===== config.mk =====
export PLATFORM = sky130hd
export DESIGN_NAME = tea_block_cipher_flat
export DESIGN_NICKNAME = d
export VERILOG_FILES = /design/src/hw/rtl/tea_pkg.sv /design/src/hw/rtl/tea_stream_if.sv /design/src/hw/rtl/tea_block_cipher.sv /design/src/hw/rtl/tea_mix.sv /design/src/flat_wrapper.sv
export SDC_FILE = /design/constraint.sdc
export NUM_CORES = 1
export LEC_CHECK = 0
export BUFFER_PORTS_ARGS = -buffer_cell sky130_fd_sc_hd__buf_2
export CAP_MARGIN = 20
export CORE_MARGIN = 1
export CORE_UTILIZATION = 50
export DETAILED_ROUTE_END_ITERATION = 7
export PLACE_DENSITY = 0.68
export SYNTH_ARGS = -nofsm -noshare
export SYNTH_HDL_FRONTEND = slang
export SYNTH_SLANG_ARGS = --single-unit

===== constraint.sdc =====
create_clock -name clock -period 8.75 [get_ports clock]
set_input_delay 1.75 -clock clock [delete_from_list [all_inputs] [get_ports clock]]
set_output_delay 1.75 -clock clock [all_outputs]
set_load 0.02 [all_outputs]

===== src/hw/rtl/tea_pkg.sv =====
// ----------------------------------------------------------------------------
// tea_pkg
// Shared widths, constants and register indexes for the TEA block cipher.
// ----------------------------------------------------------------------------
package tea_pkg;

   localparam int WORD_W  = 32;
   localparam int ROUND_W = 8;
   localparam int CSR_IDX_W = 3;

   typedef logic [WORD_W-1:0]  word_type;
   typedef logic [ROUND_W-1:0] round_type;
   typedef logic [CSR_IDX_W-1:0] csr_idx_type;

   // round constant added to the running sum once per round, subtracted on decrypt
   localparam word_type TEA_DELTA = 32'h9E37_79B9;

   // reset round count
   localparam round_type ROUND_RESET = 8'd32;

   // configuration register indexes
   localparam csr_idx_type CSR_KEY0   = 3'd0;
   localparam csr_idx_type CSR_KEY1   = 3'd1;
   localparam csr_idx_type CSR_KEY2   = 3'd2;
   localparam csr_idx_type CSR_KEY3   = 3'd3;
   localparam csr_idx_type CSR_ROUNDS = 3'd4;

   // operation codes
   localparam logic OP_ENCRYPT = 1'b0;
   localparam logic OP_DECRYPT = 1'b1;

   // operands of one half-round on the shared mix unit
   typedef struct packed {
      word_type v;
      word_type sum;
      word_type kl;
      word_type kr;
      word_type acc;
      logic     subtract;
   } mix_op_type;

endpackage


===== src/hw/rtl/tea_stream_if.sv =====
// ----------------------------------------------------------------------------
// tea_req_if / tea_rsp_if
// Valid/ready channels carrying request and response beats of the cipher.
// ----------------------------------------------------------------------------
interface tea_req_if
   import tea_pkg::*;
();
   logic     valid;
   logic     ready;
   logic     req_type;
   word_type block_left;
   word_type block_right;

   modport source (output valid, output req_type, output block_left,
                   output block_right, input ready);
   modport sink   (input valid, input req_type, input block_left,
                   input block_right, output ready);
endinterface

interface tea_rsp_if
   import tea_pkg::*;
();
   logic     valid;
   logic     ready;
   word_type out_left;
   word_type out_right;

   modport source (output valid, output out_left, output out_right, input ready);
   modport sink   (input valid, input out_left, input out_right, output ready);
endinterface


===== src/hw/rtl/tea_block_cipher.sv =====
// ----------------------------------------------------------------------------
// tea_block_cipher
// TEA encrypt/decrypt of one 64-bit block per request beat.
// One half-round per cycle on the single shared mix unit, two passes per round.
// A new request is accepted only in idle, after the previous block has finished.
// A response waiting in the output register does not block the next request.
// Reset: synchronous, active high; keys clear to zero, round count to 32.
// ----------------------------------------------------------------------------
module tea_block_cipher
   import tea_pkg::*;
(
   input  logic        clock,
   input  logic        reset,
   tea_req_if.sink     req_bus,
   tea_rsp_if.source   rsp_bus,
   input  logic        csr_we,
   input  csr_idx_type csr_index,
   input  word_type    csr_wdata
);

   localparam logic [1:0] ST_IDLE = 2'd0;
   localparam logic [1:0] ST_RUN  = 2'd1;
   localparam logic [1:0] ST_WAIT = 2'd2;

   logic [1:0] state_ff,  state_in;
   word_type   key0_ff, key1_ff, key2_ff, key3_ff;
   round_type  rounds_ff;
   word_type   y_ff, y_in;
   word_type   z_ff, z_in;
   word_type   sum_ff, sum_in;
   round_type  cnt_ff, cnt_in;
   logic       phase_ff, phase_in;
   logic       decrypt_ff, decrypt_in;
   logic       rsp_valid_ff, rsp_valid_in;
   word_type   rsp_left_ff, rsp_left_in;
   word_type   rsp_right_ff, rsp_right_in;

   mix_op_type mix_op;
   word_type   mix_result;
   word_type   dec_sum;
   logic       out_free;
   logic       req_beat;

   // configuration registers
   always_ff @(posedge clock) begin
      if (reset) begin
         key0_ff   <= '0;
         key1_ff   <= '0;
         key2_ff   <= '0;
         key3_ff   <= '0;
         rounds_ff <= ROUND_RESET;
      end else if (csr_we) begin
         unique case (csr_index)
            CSR_KEY0:   key0_ff   <= csr_wdata;
            CSR_KEY1:   key1_ff   <= csr_wdata;
            CSR_KEY2:   key2_ff   <= csr_wdata;
            CSR_KEY3:   key3_ff   <= csr_wdata;
            CSR_ROUNDS: rounds_ff <= csr_wdata[ROUND_W-1:0];
            default: ;
         endcase
      end
   end

   // starting sum for decryption: delta times round count, mod 2^32
   assign dec_sum = TEA_DELTA * {{(WORD_W-ROUND_W){1'b0}}, rounds_ff};

   // operand select for the shared unit
   // phase 0 updates y on encrypt / z on decrypt, phase 1 the other half
   always_comb begin
      mix_op.sum      = sum_ff;
      mix_op.subtract = decrypt_ff;
      if (phase_ff == decrypt_ff) begin
         // y gets a term built from z
         mix_op.v   = z_ff;
         mix_op.kl  = key0_ff;
         mix_op.kr  = key1_ff;
         mix_op.acc = y_ff;
      end else begin
         // z gets a term built from y
         mix_op.v   = y_ff;
         mix_op.kl  = key2_ff;
         mix_op.kr  = key3_ff;
         mix_op.acc = z_ff;
      end
   end

   tea_mix u_mix (
      .op     (mix_op),
      .result (mix_result)
   );

   assign out_free = !rsp_valid_ff || rsp_bus.ready;
   assign req_beat = req_bus.valid && req_bus.ready;
   assign req_bus.ready = (state_ff == ST_IDLE);

   // sequencer
   always_comb begin
      state_in     = state_ff;
      y_in         = y_ff;
      z_in         = z_ff;
      sum_in       = sum_ff;
      cnt_in       = cnt_ff;
      phase_in     = phase_ff;
      decrypt_in   = decrypt_ff;
      rsp_valid_in = rsp_valid_ff && !rsp_bus.ready;
      rsp_left_in  = rsp_left_ff;
      rsp_right_in = rsp_right_ff;

      unique case (state_ff)
         ST_IDLE: begin
            if (req_beat) begin
               y_in       = req_bus.block_left;
               z_in       = req_bus.block_right;
               decrypt_in = req_bus.req_type;
               sum_in     = (req_bus.req_type == OP_DECRYPT) ? dec_sum : TEA_DELTA;
               cnt_in     = rounds_ff;
               phase_in   = 1'b0;
               state_in   = ST_RUN;
            end
         end
         ST_RUN: begin
            if (cnt_ff == '0) begin
               if (out_free) begin
                  rsp_valid_in = 1'b1;
                  rsp_left_in  = y_ff;
                  rsp_right_in = z_ff;
                  state_in     = ST_IDLE;
               end else begin
                  state_in = ST_WAIT;
               end
            end else begin
               if (phase_ff == decrypt_ff) begin
                  y_in = mix_result;
               end else begin
                  z_in = mix_result;
               end
               phase_in = !phase_ff;
               // a round ends after its second half
               if (phase_ff) begin
                  sum_in = decrypt_ff ? (sum_ff - TEA_DELTA) : (sum_ff + TEA_DELTA);
                  cnt_in = cnt_ff - 1'b1;
               end
            end
         end
         ST_WAIT: begin
            if (out_free) begin
               rsp_valid_in = 1'b1;
               rsp_left_in  = y_ff;
               rsp_right_in = z_ff;
               state_in     = ST_IDLE;
            end
         end
         default: state_in = ST_IDLE;
      endcase
   end

   // control registers
   always_ff @(posedge clock) begin
      if (reset) begin
         state_ff     <= ST_IDLE;
         rsp_valid_ff <= 1'b0;
      end else begin
         state_ff     <= state_in;
         rsp_valid_ff <= rsp_valid_in;
      end
   end

   // datapath registers
   always_ff @(posedge clock) begin
      y_ff         <= y_in;
      z_ff         <= z_in;
      sum_ff       <= sum_in;
      cnt_ff       <= cnt_in;
      phase_ff     <= phase_in;
      decrypt_ff   <= decrypt_in;
      rsp_left_ff  <= rsp_left_in;
      rsp_right_ff <= rsp_right_in;
   end

   // response beat
   assign rsp_bus.valid     = rsp_valid_ff;
   assign rsp_bus.out_left  = rsp_left_ff;
   assign rsp_bus.out_right = rsp_right_ff;

endmodule


===== src/hw/rtl/tea_mix.sv =====
// ----------------------------------------------------------------------------
// tea_mix
// Shared half-round unit: builds the TEA mix term of one half and adds it
// to or subtracts it from the other half.
// ----------------------------------------------------------------------------
module tea_mix
   import tea_pkg::*;
(
   input  mix_op_type op,
   output word_type   result
);

   word_type term;

   // ((v << 4) + kl) ^ (v + sum) ^ ((v >> 5) + kr)
   assign term = ((op.v << 4) + op.kl) ^ (op.v + op.sum) ^ ((op.v >> 5) + op.kr);

   // fold into the other half
   assign result = op.subtract ? (op.acc - term) : (op.acc + term);

endmodule


===== src/flat_wrapper.sv =====
// flat-port wrapper written by rule: the top's interface ports become plain ports
module tea_block_cipher_flat import tea_pkg::*;
  (clock, reset, csr_we, csr_index, csr_wdata, req_bus_valid, req_bus_req_type, req_bus_block_left, req_bus_block_right, req_bus_ready, rsp_bus_valid, rsp_bus_out_left, rsp_bus_out_right, rsp_bus_ready);
  tea_req_if req_bus_i ();
  tea_rsp_if rsp_bus_i ();
  input  logic clock;
  input  logic reset;
  input  logic csr_we;
  input  csr_idx_type csr_index;
  input  word_type csr_wdata;
  input wire logic [$bits(req_bus_i.valid)-1:0] req_bus_valid;
  input wire logic [$bits(req_bus_i.req_type)-1:0] req_bus_req_type;
  input wire logic [$bits(req_bus_i.block_left)-1:0] req_bus_block_left;
  input wire logic [$bits(req_bus_i.block_right)-1:0] req_bus_block_right;
  output wire logic [$bits(req_bus_i.ready)-1:0] req_bus_ready;
  output wire logic [$bits(rsp_bus_i.valid)-1:0] rsp_bus_valid;
  output wire logic [$bits(rsp_bus_i.out_left)-1:0] rsp_bus_out_left;
  output wire logic [$bits(rsp_bus_i.out_right)-1:0] rsp_bus_out_right;
  input wire logic [$bits(rsp_bus_i.ready)-1:0] rsp_bus_ready;
  assign req_bus_i.valid = req_bus_valid;
  assign req_bus_i.req_type = req_bus_req_type;
  assign req_bus_i.block_left = req_bus_block_left;
  assign req_bus_i.block_right = req_bus_block_right;
  assign req_bus_ready = req_bus_i.ready;
  assign rsp_bus_valid = rsp_bus_i.valid;
  assign rsp_bus_out_left = rsp_bus_i.out_left;
  assign rsp_bus_out_right = rsp_bus_i.out_right;
  assign rsp_bus_i.ready = rsp_bus_ready;
  tea_block_cipher u_core (.clock(clock), .reset(reset), .req_bus(req_bus_i), .rsp_bus(rsp_bus_i), .csr_we(csr_we), .csr_index(csr_index), .csr_wdata(csr_wdata));
endmodule

==> results by group <==
Setup path
  • Crit path top cell by count: nand2_1
  • Nature of the critical path endpoint: flip-flop
  • Critical path class: reg -> reg
  • Number of buffers and inverters on the critical path: 1
  • Critical Path RT: 9030 ps
  • Critical path's slowest cell: edfxtp_1
  • Crit-path max FO: 68
  • Slowest stage delay, CP: 670 ps
  • WP data arrival: 8420 ps
  • Crit-path leading delay family: simple AND/OR/NAND/NOR gates
  • CP Launch Type: flip-flop

CTS
  • Clock Latency Late Sink: 540 ps
  • CTS tree: done
  • Post-CTS setup buffer count: 0
  • Clk root buf: clkbuf_16
  • CTS resizes: 0
  • Clock-pin slew on the worst setup and hold paths: 60 ps
  • CTS Hold Bufs: 0
  • Num CTS Buffers: 36
  • Clk sinks: 309
  • Clk buf depth: 3
  • # H-tree levels: 2

Placement
  • Port Buf Inserts: 170
  • HPWL after DPL: 60,500 um
  • Place WS: 689 ps
  • Gpl congestion: 0.975

Detailed routing
  • DRC violations left: 0
  • Drt first pass iters: 6
  • ANT nets after route: 0
  • Vias: 21,800
  • Via density: 5.72
  • Wire length per cell: 20.5 um
  • WL final: 77,900 um
  • Iteration-0 DRC Markers: 1,634

Global routing
  • Initial antenna violation count: 0
  • First-pass GRT wire length: 120,000 um
  • Largest net degree at the start of global routing: 90
  • GR Util All Layers: 30.8%
  • Gr ovfl total: 0
  • Vias in the first global route: 21,400

Floorplan
  • Die Y: 225 um
  • DIE AREA: 0.0507 mm2
  • Core Area: 0.0491 mm2
  • Die span in x: 225 um
  • Initial core utilization: 50.8%
  • I/O pin total: 171
  • FP Rows: 81

Layout
  • ANT cells: 0
  • Layout Utilization: 56.2%
  • Area of the multi-input gates: 0.0160 mm2
  • FF+latch area: 0.00789 mm2
  • Fill cells: 4,591
  • Fraction of layout cells with a size suffix above 1: 9.39%
  • Final nets: 3,507
  • Synth-to-Final Area Change: 10.8%

Timing
  • RSZ-0062 raised after global routing: no
  • Final count of negative-setup-slack endpoints: 0
  • WHS: 456 ps
  • Final hold violations: 0
  • Worst slew margin: 38.5%
  • Fin crit period: 8140 ps
  • Setup TNS: 0 ps
  • Clk_skew: 14.9 ps
  • Peak Freq: 0.123 GHz
  • Final slew viol count: 0
  • Setup WS post-layout: 606 ps
  • Worst-Margin Slew: 919 ps
  • Period utilization: 93.1%

Logic synthesis
  • Post-synth EDFFs: 170
  • Area leader, netlist: edfxtp_1
  • Adder-cell share of the synthesized area: 16.4%
  • Post-synthesis register bit count: 309
  • Post-synth top area share: 20.5%
  • Synthesized instance count: 2,998
  • Synth area leaders: edfxtp_1, dfxtp_1, nand2_1, ha_1, xnor2_1
  • Synth Flop Type: edfxtp_1
  • Register area share after synthesis: 31.7%
  • FFs w/ async S/R, synth: 0%
  • YS warnings: 0
  • Complex-gate fraction of the synthesized area: 17.9%
  • Post-synthesis simple-gate area fraction: 19.1%
  • Post-synthesis mux area share: 0.789%
  • Main combinational cell family by area after synthesis: simple AND/OR/NAND/NOR gates
  • Post-synth top cells: nand2_1, a21oi_1, ha_1
  • Synth unique cells: 100
  • Post-synthesis xor/xnor area fraction: 9.60%
  • Synth Net Count: 3,389
  • Most common cell in the netlist: nand2_1
  • Post-synthesis instance area: 0.0249 mm2
  • Syn_area_per_cell: 8.30 um2

Min path
  • HP Class: reg -> reg

Flow run
  • Max Cap Viol: 0

Status
  • Status: completed
[metal layers]
metal / GRT usage [%] / share of wire, %
met5: 0 / 0
met4: 14.1 / 4.6
met3: 3.31 / 4.3
met2: 56.0 / 51
met1: 36.2 / 40
[flip-flops by register name (all words and copies together), names as in the netlist]
signal	cells
u_core.cnt_ff	8
u_core.decrypt_ff	1
u_core.key0_ff	32
u_core.key1_ff	32
u_core.key2_ff	32
u_core.key3_ff	32
u_core.phase_ff	1
u_core.rounds_ff	8
u_core.rsp_bus.out_left	32
u_core.rsp_bus.out_right	32
u_core.rsp_bus.valid	1
u_core.state_ff	2
u_core.sum_ff	32
u_core.y_ff	32
u_core.z_ff	32
[cells in the final DEF, fill, tap and decap left out, types with 20 or more instances in the layout]
| master | Yosys | final |
|---|---|---|
| dfxtp_1 | 139 | 139 |
| inv_1 | 185 | 185 |
| nor2_1 | 125 | 123 |
| and3_1 | 20 | 20 |
| nor3_1 | 31 | 31 |
| xnor2_1 | 189 | 189 |
| clkbuf_16 | 0 | 38 |
| edfxtp_1 | 170 | 170 |
| nand3_1 | 46 | 45 |
| fa_1 | 67 | 67 |
| ha_1 | 219 | 218 |
| buf_2 | 1 | 169 |
| a21oi_1 | 310 | 307 |
| a21o_1 | 76 | 76 |
| xor2_1 | 59 | 59 |
| nand2_1 | 735 | 735 |
| nand2b_1 | 31 | 31 |
| o21ai_0 | 139 | 139 |
| o21a_1 | 23 | 23 |
[final timing paths]
| check | slack [ps] | cells after the start | start | endpoint |
|---|---|---|---|---|
| max | 610 | 27 | u_core.phase_ff$_SDFFCE_PN0P_ | u_core.z_ff[31]$_DFFE_PP_ |
| min | 460 | 2 | u_core.key1_ff[2]$_SDFFE_PP0P_ | u_core.key1_ff[2]$_SDFFE_PP0P_ |
| max reg2reg | 610 | 27 | u_core.phase_ff$_SDFFCE_PN0P_ | u_core.z_ff[31]$_DFFE_PP_ |
| min reg2reg | 460 | 2 | u_core.key1_ff[2]$_SDFFE_PP0P_ | u_core.key1_ff[2]$_SDFFE_PP0P_ |
[worst min-delay path: stages, from the launching register on]
cell and delay [ps]:
dfxtp_1 310, nand2_1 50, a21oi_1 50
[stage by stage]
step | area [um2] | instances
5_1_grt | 27600 | 3804
4_1_cts | 27600 | 3803
2_1_floorplan | 24900 | 2998
3_5_place_dp | 26400 | 3741
3_3_place_gp | 26400 | 3741
6_report | 27600 | 3804
[final cells by class]
cell class              instances  share of cell area [%]
multi-input cells            2394                    57.8
clock buffers                  48                    3.69
clock inverters                14                   0.562
well taps                     664                    3.01
inverters                     185                    2.52
flip-flops and latches        309                    28.6
repair buffers                190                    3.80
[logic make-up (layout without fill, tap and decap cells)]
| group | count (synthesis) | count (layout) |
|---|---|---|
| fa+ha+maj | 286 | 286 |
| mux | 19 | 19 |
| buf+inv | 295 | 437 |
| compound gates | 729 | 729 |
| simple gates | 1102 | 1102 |
| flops | 309 | 309 |
| xor+xnor | 258 | 258 |
Power is not shown: default switching activity piles up to over one toggle a cycle in this logic, so the estimate is an artifact.
